[src/rtl/rq_pkg.sv]
// Shared types and codes for the scheduler ready queue.
// Used by rq_ctrl, rq_datapath and the top level ready_queue_fifo_or_priority.
package rq_pkg;

  localparam int unsigned IdW   = 8;
  localparam int unsigned PrioW = 8;
  localparam int unsigned OccW  = 5;

  localparam logic       ACT_ENQ   = 1'b0;
  localparam logic       ACT_DEQ   = 1'b1;
  localparam logic [1:0] MODE_PRIO = 2'd2;

  typedef enum logic [1:0] {
    STAT_DONE  = 2'd0,
    STAT_EMPTY = 2'd1,
    STAT_FULL  = 2'd2
  } status_e;

  typedef struct packed {
    logic [IdW-1:0]   id;
    logic [PrioW-1:0] prio;
  } entry_t;

  // Controller to datapath.
  typedef struct packed {
    logic    load_req;
    logic    fail;
    status_e fail_code;
    logic    append;
    logic    walk_start;
    logic    walk_step;
    logic    deq_pop;
    logic    load_out;
  } rq_cmd_t;

  // Datapath to controller.
  typedef struct packed {
    logic is_empty;
    logic is_full;
    logic req_deq;
    logic mode_prio;
    logic walk_end;
    logic out_free;
  } rq_stat_t;

endpackage

[src/rtl/rq_datapath.sv]
// Datapath of the ready queue: entry memory (circular buffer), pointers,
// request and result registers, output register. Depends on rq_pkg.
module rq_datapath import rq_pkg::*; #(
  parameter int unsigned DEPTH = 16
) (
  input  logic               clk_i,
  input  logic               rst_ni,
  input  logic               cfg_we_i,
  input  logic [1:0]         cfg_wdata_i,
  input  logic               action_i,
  input  logic [IdW-1:0]     thread_id_i,
  input  logic [PrioW-1:0]   priority_req_i,
  input  logic               out_stall_i,
  input  rq_cmd_t            cmd_i,
  output rq_stat_t           stat_o,
  output logic               out_valid_o,
  output logic [1:0]         status_o,
  output logic [IdW-1:0]     out_thread_id_o,
  output logic [PrioW-1:0]   out_priority_o,
  output logic [OccW-1:0]    occupancy_o
);

  localparam int unsigned IW = $clog2(DEPTH);
  localparam int unsigned CW = $clog2(DEPTH + 1);
  localparam logic [IW:0]   DepthW = (IW + 1)'(DEPTH);
  localparam logic [IW:0]   OneW   = (IW + 1)'(1);
  localparam logic [CW-1:0] DepthC = CW'(DEPTH);
  localparam logic [CW-1:0] OneC   = CW'(1);

  entry_t mem_q [DEPTH];
  entry_t rdata_q;

  logic [1:0]    mode_q;
  logic [IW-1:0] head_q;
  logic [CW-1:0] count_q;
  logic [IW-1:0] ptr_q;
  logic [CW-1:0] off_q;
  logic          found_q;
  entry_t        carry_q;
  logic          req_deq_q;
  entry_t        req_q;
  status_e       res_status_q;
  logic [IdW-1:0]   res_id_q;
  logic [PrioW-1:0] res_prio_q;
  logic             out_valid_q;
  status_e          out_status_q;
  logic [IdW-1:0]   out_id_q;
  logic [PrioW-1:0] out_prio_q;
  logic [OccW-1:0]  out_occ_q;

  logic [IW:0]   ptr_sum, head_sum, tail_sum;
  logic [IW-1:0] ptr_nxt, head_nxt, tail_addr;
  logic          at_end, take, wr_en;
  logic [IW-1:0] wr_addr, rd_addr;
  entry_t        wr_data;

  // Circular index arithmetic: every sum stays below twice the depth.
  always_comb begin
    ptr_sum   = {1'b0, ptr_q} + OneW;
    ptr_nxt   = (ptr_sum >= DepthW) ? IW'(ptr_sum - DepthW) : ptr_sum[IW-1:0];
    head_sum  = {1'b0, head_q} + OneW;
    head_nxt  = (head_sum >= DepthW) ? IW'(head_sum - DepthW) : head_sum[IW-1:0];
    tail_sum  = {1'b0, head_q} + (IW + 1)'(count_q);
    tail_addr = (tail_sum >= DepthW) ? IW'(tail_sum - DepthW) : tail_sum[IW-1:0];
  end

  // Walk: drop the new entry at the first slot whose priority is not less,
  // then ripple each displaced entry one slot toward the tail.
  assign at_end  = (off_q == count_q);
  assign take    = found_q | at_end | (rdata_q.prio >= req_q.prio);
  assign wr_en   = cmd_i.append | (cmd_i.walk_step & take);
  assign wr_addr = cmd_i.append ? tail_addr : ptr_q;
  assign wr_data = cmd_i.append ? req_q : carry_q;
  // Head is read by default, which primes both dequeue and walk.
  assign rd_addr = cmd_i.walk_step ? ptr_nxt : head_q;

  always_ff @(posedge clk_i) begin
    if (wr_en) begin
      mem_q[wr_addr] <= wr_data;
    end
    rdata_q <= mem_q[rd_addr];
  end

  always_ff @(posedge clk_i or negedge rst_ni) begin
    if (!rst_ni) begin
      mode_q      <= '0;
      head_q      <= '0;
      count_q     <= '0;
      found_q     <= 1'b0;
      out_valid_q <= 1'b0;
    end else begin
      if (cfg_we_i) begin
        mode_q <= cfg_wdata_i;
      end
      if (cmd_i.append || (cmd_i.walk_step && at_end)) begin
        count_q <= count_q + OneC;
      end else if (cmd_i.deq_pop) begin
        count_q <= count_q - OneC;
      end
      if (cmd_i.deq_pop) begin
        head_q <= head_nxt;
      end
      if (cmd_i.walk_start) begin
        found_q <= 1'b0;
      end else if (cmd_i.walk_step && take) begin
        found_q <= 1'b1;
      end
      if (cmd_i.load_out) begin
        out_valid_q <= 1'b1;
      end else if (!out_stall_i) begin
        out_valid_q <= 1'b0;
      end
    end
  end

  always_ff @(posedge clk_i) begin
    if (cmd_i.load_req) begin
      req_deq_q    <= (action_i == ACT_DEQ);
      req_q.id     <= thread_id_i;
      req_q.prio   <= priority_req_i;
      res_status_q <= STAT_DONE;
      res_id_q     <= '0;
      res_prio_q   <= '0;
    end
    if (cmd_i.fail) begin
      res_status_q <= cmd_i.fail_code;
    end
    if (cmd_i.deq_pop) begin
      res_id_q   <= rdata_q.id;
      res_prio_q <= rdata_q.prio;
    end
    if (cmd_i.walk_start) begin
      ptr_q   <= head_q;
      off_q   <= '0;
      carry_q <= req_q;
    end else if (cmd_i.walk_step) begin
      ptr_q <= ptr_nxt;
      off_q <= off_q + OneC;
      if (take) begin
        carry_q <= rdata_q;
      end
    end
    if (cmd_i.load_out) begin
      out_status_q <= res_status_q;
      out_id_q     <= res_id_q;
      out_prio_q   <= res_prio_q;
      out_occ_q    <= OccW'(count_q);
    end
  end

  always_comb begin
    stat_o.is_empty  = (count_q == '0);
    stat_o.is_full   = (count_q == DepthC);
    stat_o.req_deq   = req_deq_q;
    stat_o.mode_prio = (mode_q == MODE_PRIO);
    stat_o.walk_end  = at_end;
    stat_o.out_free  = !out_valid_q || !out_stall_i;
  end

  assign out_valid_o     = out_valid_q;
  assign status_o        = out_status_q;
  assign out_thread_id_o = out_id_q;
  assign out_priority_o  = out_prio_q;
  assign occupancy_o     = out_occ_q;

  a_count_bound: assert property (@(posedge clk_i) disable iff (!rst_ni)
    count_q <= DepthC) else $error("entry count above depth");

  a_pop_nonempty: assert property (@(posedge clk_i) disable iff (!rst_ni)
    cmd_i.deq_pop |-> count_q != '0) else $error("pop from empty queue");

  a_walk_bound: assert property (@(posedge clk_i) disable iff (!rst_ni)
    cmd_i.walk_step |-> off_q <= count_q) else $error("walk ran past tail");

  a_write_not_full: assert property (@(posedge clk_i) disable iff (!rst_ni)
    (cmd_i.append || cmd_i.walk_start) |-> count_q != DepthC)
    else $error("insert into full queue");

  a_out_no_overwrite: assert property (@(posedge clk_i) disable iff (!rst_ni)
    cmd_i.load_out |-> (!out_valid_q || !out_stall_i))
    else $error("result overwritten while stalled");

endmodule

[src/rtl/rq_ctrl.sv]
// Request sequencer of the ready queue: one-hot state machine issuing
// datapath commands. Depends on rq_pkg.
module rq_ctrl import rq_pkg::*; (
  input  logic     clk_i,
  input  logic     rst_ni,
  input  logic     in_valid_i,
  input  rq_stat_t stat_i,
  output rq_cmd_t  cmd_o,
  output logic     in_stall_o
);

  typedef enum logic [4:0] {
    S_IDLE     = 5'b00001,
    S_DISPATCH = 5'b00010,
    S_DEQ      = 5'b00100,
    S_WALK     = 5'b01000,
    S_FINISH   = 5'b10000
  } ctrl_state_e;

  ctrl_state_e state_q, state_d;

  always_comb begin
    cmd_o   = '0;
    state_d = state_q;
    case (state_q)
      S_IDLE: begin
        if (in_valid_i) begin
          cmd_o.load_req = 1'b1;
          state_d        = S_DISPATCH;
        end
      end
      S_DISPATCH: begin
        if (stat_i.req_deq) begin
          if (stat_i.is_empty) begin
            cmd_o.fail      = 1'b1;
            cmd_o.fail_code = STAT_EMPTY;
            state_d         = S_FINISH;
          end else begin
            state_d = S_DEQ;
          end
        end else if (stat_i.is_full) begin
          cmd_o.fail      = 1'b1;
          cmd_o.fail_code = STAT_FULL;
          state_d         = S_FINISH;
        end else if (stat_i.mode_prio) begin
          cmd_o.walk_start = 1'b1;
          state_d          = S_WALK;
        end else begin
          cmd_o.append = 1'b1;
          state_d      = S_FINISH;
        end
      end
      S_DEQ: begin
        cmd_o.deq_pop = 1'b1;
        state_d       = S_FINISH;
      end
      S_WALK: begin
        cmd_o.walk_step = 1'b1;
        if (stat_i.walk_end) begin
          state_d = S_FINISH;
        end
      end
      S_FINISH: begin
        if (stat_i.out_free) begin
          cmd_o.load_out = 1'b1;
          state_d        = S_IDLE;
        end
      end
      default: begin
        state_d = S_IDLE;
      end
    endcase
  end

  always_ff @(posedge clk_i or negedge rst_ni) begin
    if (!rst_ni) begin
      state_q <= S_IDLE;
    end else begin
      state_q <= state_d;
    end
  end

  assign in_stall_o = (state_q != S_IDLE);

  a_accept_dispatch: assert property (@(posedge clk_i) disable iff (!rst_ni)
    (in_valid_i && !in_stall_o) |=> state_q == S_DISPATCH)
    else $error("accepted beat not dispatched");

  a_walk_exit: assert property (@(posedge clk_i) disable iff (!rst_ni)
    (state_q == S_WALK && stat_i.walk_end) |=> state_q == S_FINISH)
    else $error("walk did not finish at tail");

  a_finish_load: assert property (@(posedge clk_i) disable iff (!rst_ni)
    (state_q == S_FINISH && stat_i.out_free) |-> cmd_o.load_out)
    else $error("finished result not loaded");

endmodule

[src/rtl/ready_queue_fifo_or_priority.sv]
// Top level of the scheduler ready queue: controller plus datapath.
// Depends on rq_pkg, rq_ctrl and rq_datapath.
//
// Ready queue holding up to DEPTH entries of (thread id, priority). One
// request beat is taken at a time and each yields exactly one result beat.
// Modes 0, 1 and the unused code 3 append at the tail; mode 2 inserts the
// entry before the first stored entry whose priority is not less than its
// own, so lower values are served first and a newcomer goes ahead of equal
// priorities. A dequeue removes the head. Status reports an empty queue on
// dequeue and a full queue on enqueue (the entry is dropped); id and
// priority fields are zero unless a dequeue succeeded. Occupancy is the
// entry count after the request, kept to 5 bits. Entries live in a
// single-port-write, registered-read memory used as a circular buffer, so
// dequeue and tail append need no walk over the stored entries, while a
// priority insert walks from the head to the tail, moving one entry per
// cycle through the memory's single read and write port. A new request
// is taken once the previous one has been placed in the output register;
// a stalled result holds in that register while the next request is
// taken, and the next result waits until the held one is taken. The
// user must see that the mode register is written by cfg_we_i /
// cfg_wdata_i only while the block is idle; the block itself does not
// enforce this. No clearing pass is needed after reset.
module ready_queue_fifo_or_priority import rq_pkg::*; #(
  parameter int unsigned DEPTH = 16
) (
  input  logic             clk_i,
  input  logic             rst_ni,
  input  logic             cfg_we_i,
  input  logic [1:0]       cfg_wdata_i,
  input  logic             in_valid_i,
  output logic             in_stall_o,
  input  logic             action_i,
  input  logic [IdW-1:0]   thread_id_i,
  input  logic [PrioW-1:0] priority_req_i,
  output logic             out_valid_o,
  input  logic             out_stall_i,
  output logic [1:0]       status_o,
  output logic [IdW-1:0]   out_thread_id_o,
  output logic [PrioW-1:0] out_priority_o,
  output logic [OccW-1:0]  occupancy_o
);

  rq_cmd_t  cmd;
  rq_stat_t stat;

  // Sequencer: accept, dispatch, walk or pop, then hand off the result.
  rq_ctrl u_ctrl (
    .clk_i      (clk_i),
    .rst_ni     (rst_ni),
    .in_valid_i (in_valid_i),
    .stat_i     (stat),
    .cmd_o      (cmd),
    .in_stall_o (in_stall_o)
  );

  // Storage, pointers, mode register and the output register.
  rq_datapath #(
    .DEPTH (DEPTH)
  ) u_datapath (
    .clk_i           (clk_i),
    .rst_ni          (rst_ni),
    .cfg_we_i        (cfg_we_i),
    .cfg_wdata_i     (cfg_wdata_i),
    .action_i        (action_i),
    .thread_id_i     (thread_id_i),
    .priority_req_i  (priority_req_i),
    .out_stall_i     (out_stall_i),
    .cmd_i           (cmd),
    .stat_o          (stat),
    .out_valid_o     (out_valid_o),
    .status_o        (status_o),
    .out_thread_id_o (out_thread_id_o),
    .out_priority_o  (out_priority_o),
    .occupancy_o     (occupancy_o)
  );

endmodule
[config.mk]
export PLATFORM = sky130hd
export DESIGN_NAME = ready_queue_fifo_or_priority
export DESIGN_NICKNAME = d
export VERILOG_FILES = /design/src/rtl/rq_pkg.sv /design/src/rtl/rq_datapath.sv /design/src/rtl/rq_ctrl.sv /design/src/rtl/ready_queue_fifo_or_priority.sv
export SDC_FILE = /design/constraint.sdc
export NUM_CORES = 1
export LEC_CHECK = 0
export ABC_AREA = 1
export BUFFER_PORTS_ARGS = -buffer_cell sky130_fd_sc_hd__buf_2
export CAP_MARGIN = 20
export CORE_ASPECT_RATIO = 0.5
export CORE_MARGIN = 2
export CORE_UTILIZATION = 30
export DETAILED_ROUTE_END_ITERATION = 6
export HOLD_SLACK_MARGIN = 0.05
export PLACE_DENSITY = 0.49
export SETUP_SLACK_MARGIN = 0.5
export SLEW_MARGIN = 20
export SYNTH_ARGS = -nofsm -noshare
export SYNTH_HDL_FRONTEND = slang
export SYNTH_SLANG_ARGS = --single-unit
export TNS_END_PERCENT = 1
[constraint.sdc]
create_clock -name clk_i -period 6.4 [get_ports clk_i]
set_clock_uncertainty 0.1 [all_clocks]
set_input_delay 1.28 -clock clk_i [delete_from_list [all_inputs] [get_ports clk_i]]
set_output_delay 1.28 -clock clk_i [all_outputs]
set_load 0.005 [all_outputs]
---- Yosys cells after proc, flatten, opt, wreduce, memory -nomap -nowiden ----
Memory sizes are Yosys's and may differ from the RTL's. A register that Yosys moved wholly into a read port is not among the register bits.
Index checks and enable logic that the tools add are counted.
Widths: inputs -> output; s select.
word-level totals
  bits of input ports ..................... 24
  memories ................................ 1
  memory bits (writable) .................. 256
  output and inout port bits .............. 25
  word-level logic and storage cells ...... 112
  register bits after elaboration ......... 101
cells by class
  reduce and logical (&&, ||, !) cells .... 15
  bitwise gates (word level) .............. 4
  equal/unequal tests ..................... 13
  mux-type cells .......................... 46
  magnitude comparators ................... 4
  add/subtract/negate cells ............... 9
memory list
  memory            words  bits a word  rd ports  clocked after Yosys merged registers in  write ports  line               RTL
  u_datapath.mem_q  16     16           1         1                                        1            rq_datapath.sv:30  entry_t mem_q [DEPTH];
operator list
  kind                 count
  $mux 16              4
  $mux 5               10
  $mux 4               7
  $pmux 5 s5           1
  $mux 8               3
  $ge 5x5->1 const B   3
  $mux 1               14
  $reduce_bool 2->1    6
  $sub 4x1->4 const B  3
  $add 4x1->5 const B  2
  $add 5x1->5 const B  2
  $eq 5x5->1 const B   2
  $mux 3               3
  $ge 8x8->1           1
  $mux 2               4
  $add 4x5->5          1
  $eq 5x1->1 const B   1
  $eq 5x2->1 const B   1
  $eq 5x3->1 const B   1
  $eq 5x4->1 const B   1
  $eq 5x5->1           1
  $logic_not 5->1      1
  $ne 5x1->1 const B   1
  $sub 5x1->5 const B  1
  10 further kinds     17

---- Logic depth before layout (Yosys ltp) ----
  depth after elaboration ................. 8
  mapped depth ............................ 15
  mapped depth without buffers ............ 15

---- By module ----
From an unflattened synthesis, not the netlist that was laid out.
second synthesis, totals
  cell total of the unflattened synthesis .. 1309
  area total of the unflattened synthesis .. 15358.5 sq um
by module, submodules not included
  module       area each (sq um)  instances  cells an instance
  rq_datapath  14991.9            1          1253
  rq_ctrl      366.6              1          56

---- Worst setup path before layout ----
Ideal clock, no wire load.
  path kind ............................... in2reg
  start point ............................. input in_valid_i
  end point ............................... register u_datapath.res_id_q[0], enable pin
  data required time ...................... 5889 ps
  slack ................................... 3375 ps
  buffers on the path ..................... 0
  stages on the path ...................... 2
  setup time .............................. 411 ps
  arrival time ............................ 2513 ps
  cells stage by stage .................... inv_1 -> o21ai_0
between the ends
  cells in the longest elaborated chain, start to end .. 3
ends and longest elaborated chain
  what                         line                                RTL
  start: declaration           ready_queue_fifo_or_priority.sv:30  input logic in_valid_i,
  $mux 1                       rq_ctrl.sv:27                       if (in_valid_i) begin
  $mux 1                       rq_ctrl.sv:25                       case (state_q)
  $reduce_bool 2->1 (no line)  --
  end signal: assignment       rq_datapath.sv:129                  res_id_q <= rdata_q.id;
  end: declaration             rq_datapath.sv:43                   logic [IdW-1:0] res_id_q;
Every way passes these cells.
A chain may end at the register's enable or synchronous reset.

---- Worst setup path after layout ----
  start point ............................. register u_datapath.count_q[1]
  end point ............................... memory u_datapath.mem_q[8][5] in the netlist's numbering, enable pin
between the ends
  cells in the longest elaborated chain, start to end .. 7
  elaborated cells between the ends (all ways) .. 16
ends and longest elaborated chain
  what                                                                 line               RTL
  start: declaration                                                   rq_datapath.sv:35  logic [CW-1:0] count_q;
  start signal: assignment                                             rq_datapath.sv:96  count_q <= count_q + OneC;
  start signal: assignment                                             rq_datapath.sv:98  count_q <= count_q - OneC;
  parallel branches: the longest is 7 deep, another holds $add 4x5->5  --
  end: declaration                                                     rq_datapath.sv:30
Parallel ways; which one is timed is not known.

==> metrics.log <==
INFO  metric run_status = finished clean
INFO  metric port-buffer-count = 48
INFO  metric fp-row-count = 60
INFO  metric static-leakage-power = 7.81 nW
INFO  metric clockRootBuffer = sky130_fd_sc_hd__clkbuf_16
INFO  metric synth_largest_area_cell = sky130_fd_sc_hd__edfxtp_1
INFO  metric timing.final.max_slew_violations = 0
INFO  metric drtAntennaViolNets = 0
INFO  metric start_util = between 30% and 40%
INFO  metric min_period = 4.16 ns
INFO  metric worst_pin_slew = 1.09 ns
INFO  metric critical_path.startpoint = u_datapath.count_q[1]
INFO  metric signal_arrival_time_at_the_worst_endpoint = 4.21 ns
INFO  metric die_area = between 0.05 and 0.06 mm²
INFO  metric grt_overflow = 0
INFO  metric timing.max_slew.rel_slack = 27.1%
INFO  metric rsz_0062_raised_after_global_routing = false
INFO  metric setup_tns = 0 ns
INFO  metric initialDrtViolationCount = 965
INFO  metric routabilityCongestion = approximately 0.86
INFO  metric crit-reg2reg-capture = u_datapath.mem_q[8][5]
INFO  metric synth-async-reset-ratio = 4.83%
INFO  metric worst_r2r_path_depth = 10
INFO  metric grt_max_degree = 84
INFO  metric numClockSinks = 373
INFO  metric die_h = between 150 and 200 µm
INFO  metric critPathRequiredTime = 6.45 ns
INFO  metric synthDominantCellAreaShare = 61.8%
INFO  metric power.ir.vdd_worst = 0.186 mV
INFO  metric wire_per_inst = 18.0 µm
INFO  metric timing.final.hold_violations = 0
INFO  metric detailroute.wirelength.met3 = about 3000 µm
INFO  metric dp_slack = about 2.3 ns
INFO  metric detailedPlacementHpwl = ~27000 µm
INFO  metric ys_warn_count = 0
INFO  metric vias = 10700
INFO  metric met1_length = 20900 µm
INFO  metric met2_length = 17700 µm
INFO  metric hold_path_end = u_datapath.out_priority_o[6]
INFO  metric final-setup-viol-count = 0
INFO  metric buffer_depth_of_the_longest_clock_path = 3
INFO  metric grt_pass1_wl = 64400 µm
INFO  metric clock_insertion_delay_worst_skew = 0.54 ns
INFO  metric hp-class = flip-flop to flip-flop
INFO  metric final_net_count = 1668
INFO  metric synth_most_common_cell = sky130_fd_sc_hd__nand2_1
INFO  metric first_global_vias = 10000
INFO  metric length_of_the_first_detailed_routing_pass_in_iterations = 5
INFO  metric yosys-top-cells-count = sky130_fd_sc_hd__nand2_1, sky130_fd_sc_hd__edfxtp_1, sky130_fd_sc_hd__inv_1, sky130_fd_sc_hd__nand3_1, sky130_fd_sc_hd__nor2_1
INFO  metric area_delta_synth_final = 14.3%
INFO  metric critPathCaptureType = flip-flop
INFO  metric cts_tree = yes
INFO  metric die_w = about 330 µm
INFO  metric topRoutingLayerUsed = met4
INFO  metric rr_startpoint = u_datapath.count_q[1]
INFO  metric final_cells = 2368
INFO  metric cts-htree-levels = 2
INFO  metric placed_area = 0.0173 mm²
INFO  metric grtUsageTotal = 15.3%
INFO  metric synth.cell_area = about 0.016 mm²
INFO  metric drv_cap = 0
INFO  metric via_per_inst = 4.52
INFO  metric power-per-cell-area = 386 mW/mm²
INFO  metric worstHoldStart = u_datapath.res_prio_q[6]
INFO  metric drive_above_1_share = 9.79%
INFO  metric cts_setup_buffers = 0
INFO  metric synth-edff-count = 334
INFO  metric fin_worst_hold_slack = 0.317 ns
INFO  metric synth.net_count = 1617
INFO  metric antenna-diode-count = 0
INFO  metric drc = 0
INFO  metric synth.ff_latch_count = 373
INFO  metric cts-buffers-inserted = 39
INFO  metric critPathMaxFanout = 27
INFO  metric io_pins = 49
INFO  metric ff2ff_setup_slack = 2.24 ns
INFO  metric post_synth.cell_area_avg = around 10 µm²
INFO  metric wirelength = 42700 µm
INFO  metric hold_path_depth = 0
INFO  metric clkTransAtPathRegs = 0.06 ns
INFO  metric most_frequently_used_flop_master_after_synthesis = sky130_fd_sc_hd__edfxtp_1
INFO  metric maxClockFrequency = 240 MHz
INFO  metric floorplan.core_area = 0.0536 mm²
INFO  metric cts_resized = 0
INFO  metric placed_cells_incl_taps = approximately 2300
INFO  metric critical_path_class = flip-flop to flip-flop
INFO  metric cts-hold-fix-buffers = 0
INFO  metric yosys.cell_types.count = 35
INFO  metric yosys-top-cells-area = sky130_fd_sc_hd__edfxtp_1, sky130_fd_sc_hd__nand2_1, sky130_fd_sc_hd__nand3_1, sky130_fd_sc_hd__inv_1, sky130_fd_sc_hd__dfrtp_1
INFO  metric synth-seq-area-share = about two thirds
INFO  metric worst_slack = 2.24 ns
INFO  metric final_instance_area = 0.0185 mm²
INFO  metric startpoint_type = flip-flop
INFO  metric post_synth_inst_count = 1574
INFO  metric fin_crit_sh = between 60% and 70%
INFO  metric grt_antenna_before_repair = 1
-- flip-flops by register name (all words and copies together), names as in the netlist, 2 cells and up --
| signal | count |
|---|---|
| u_ctrl.state_q | 5 |
| u_datapath.out_priority_o | 8 |
| u_datapath.rdata_q | 16 |
| u_datapath.head_q | 4 |
| u_datapath.res_prio_q | 8 |
| u_datapath.ptr_q | 4 |
| u_datapath.res_status_q | 2 |
| u_datapath.off_q | 5 |
| u_datapath.mode_q | 2 |
| u_datapath.count_q | 5 |
| u_datapath.mem_q | 256 |
| u_datapath.status_o | 2 |
| u_datapath.res_id_q | 8 |
| u_datapath.carry_q | 16 |
| u_datapath.req_q | 16 |
| u_datapath.out_thread_id_o | 8 |
| u_datapath.occupancy_o | 5 |
-- worst max path at each step --
| stage | to | slack, ns | cells after the start |
|---|---|---|---|
| after global routing | u_datapath.mem_q[8][1] | 1.96 | 10 |
| after CTS | u_datapath.mem_q[8][5] | 2.24 | 10 |
| after floorplan | u_datapath.res_id_q[0] | 3.38 | 2 |
| after global placement | u_datapath.mem_q[8][12] | 2.29 | 10 |
| final | u_datapath.mem_q[8][5] | 2.24 | 10 |
| after detailed placement | u_datapath.mem_q[8][12] | 2.27 | 10 |
-- area by class of cell --
| cell class | instances | area, µm² |
|---|---|---|
| multi-input cells | 819 | 3920 |
| flip-flops and latches | 373 | 10900 |
| clock buffers | 56 | 1110 |
| fillers | 5442 | 35100 |
| clock inverters | 15 | 90.1 |
| well taps | 713 | 892 |
| repair buffers | 71 | 417 |
| inverters | 321 | 1200 |
-- worst max-delay path: stages, from the launching register on --
cell                      delay [ns]
sky130_fd_sc_hd__dfrtp_1        0.52
sky130_fd_sc_hd__inv_1          0.13
sky130_fd_sc_hd__nand4_1        0.18
sky130_fd_sc_hd__nand2_1        0.08
sky130_fd_sc_hd__nor2_2         0.77
sky130_fd_sc_hd__inv_2          0.47
sky130_fd_sc_hd__nand2_1        0.16
sky130_fd_sc_hd__nand2_1        0.10
sky130_fd_sc_hd__nor2_1         0.33
sky130_fd_sc_hd__nand2_1        0.12
sky130_fd_sc_hd__nor2_2         0.79
-- cells in the final DEF, fill, tap and decap left out, types with 6 or more instances in the layout --
cell | synthesis | routed
sky130_fd_sc_hd__nand3_1 | 267 | 267
sky130_fd_sc_hd__nand2_1 | 374 | 374
sky130_fd_sc_hd__edfxtp_1 | 334 | 334
sky130_fd_sc_hd__o21ai_1 | 4 | 6
sky130_fd_sc_hd__o21ai_0 | 41 | 39
sky130_fd_sc_hd__clkbuf_1 | 27 | 12
sky130_fd_sc_hd__nor2_1 | 57 | 38
sky130_fd_sc_hd__xor2_1 | 9 | 9
sky130_fd_sc_hd__clkbuf_16 | 0 | 41
sky130_fd_sc_hd__buf_4 | 1 | 22
sky130_fd_sc_hd__nor2_2 | 2 | 20
sky130_fd_sc_hd__clkinv_2 | 0 | 6
sky130_fd_sc_hd__clkinv_1 | 0 | 8
sky130_fd_sc_hd__a21oi_1 | 9 | 9
sky130_fd_sc_hd__ha_1 | 17 | 17
sky130_fd_sc_hd__inv_1 | 316 | 316
sky130_fd_sc_hd__dfxtp_1 | 21 | 21
sky130_fd_sc_hd__dfrtp_1 | 17 | 17
sky130_fd_sc_hd__buf_2 | 27 | 48
sky130_fd_sc_hd__nand4_1 | 12 | 12
-- metrics by stage --
| stage | util, % | power, mW |
|---|---|---|
| 2_1_floorplan | - | 4.35 |
| 3_5_place_dp | 32.3 | 5.05 |
| 4_1_cts | 34.6 | 7.22 |
| 5_1_grt | 34.6 | 7.57 |
| 3_3_place_gp | 32.3 | 5.04 |
| 6_report | 34.6 | 7.16 |
-- cell families after synthesis --
kind of cell,share of synthesized area (%)
AO/OA/AOI/OAI,2.06
XOR/XNOR,0.702
adder cells (fa/ha/maj),1.56
buffers and inverters,9.07
flip-flops,67.2
multiplexers,0.0694
AND/OR/NAND/NOR,19.4
-- per-layer routing --
| layer | track usage (%) | up-vias |
|---|---|---|
| met1 | 23.5 | 5107 |
| li1 | - | 5216 |
| met2 | 22.0 | 326 |
| met5 | 0 | - |
| met3 | 2.15 | 53 |
| met4 | 4.74 | 0 |
-- where the power goes --
| group | internal [mW] | switching (mW) |
|---|---|---|
| clock network | 1.25 | 0.926 |
| logic | 0.535 | 1.36 |
| registers | 2.96 | 0.132 |
| total | 4.74 | 2.42 |
Note: power is estimated with default switching activity, not from simulation.
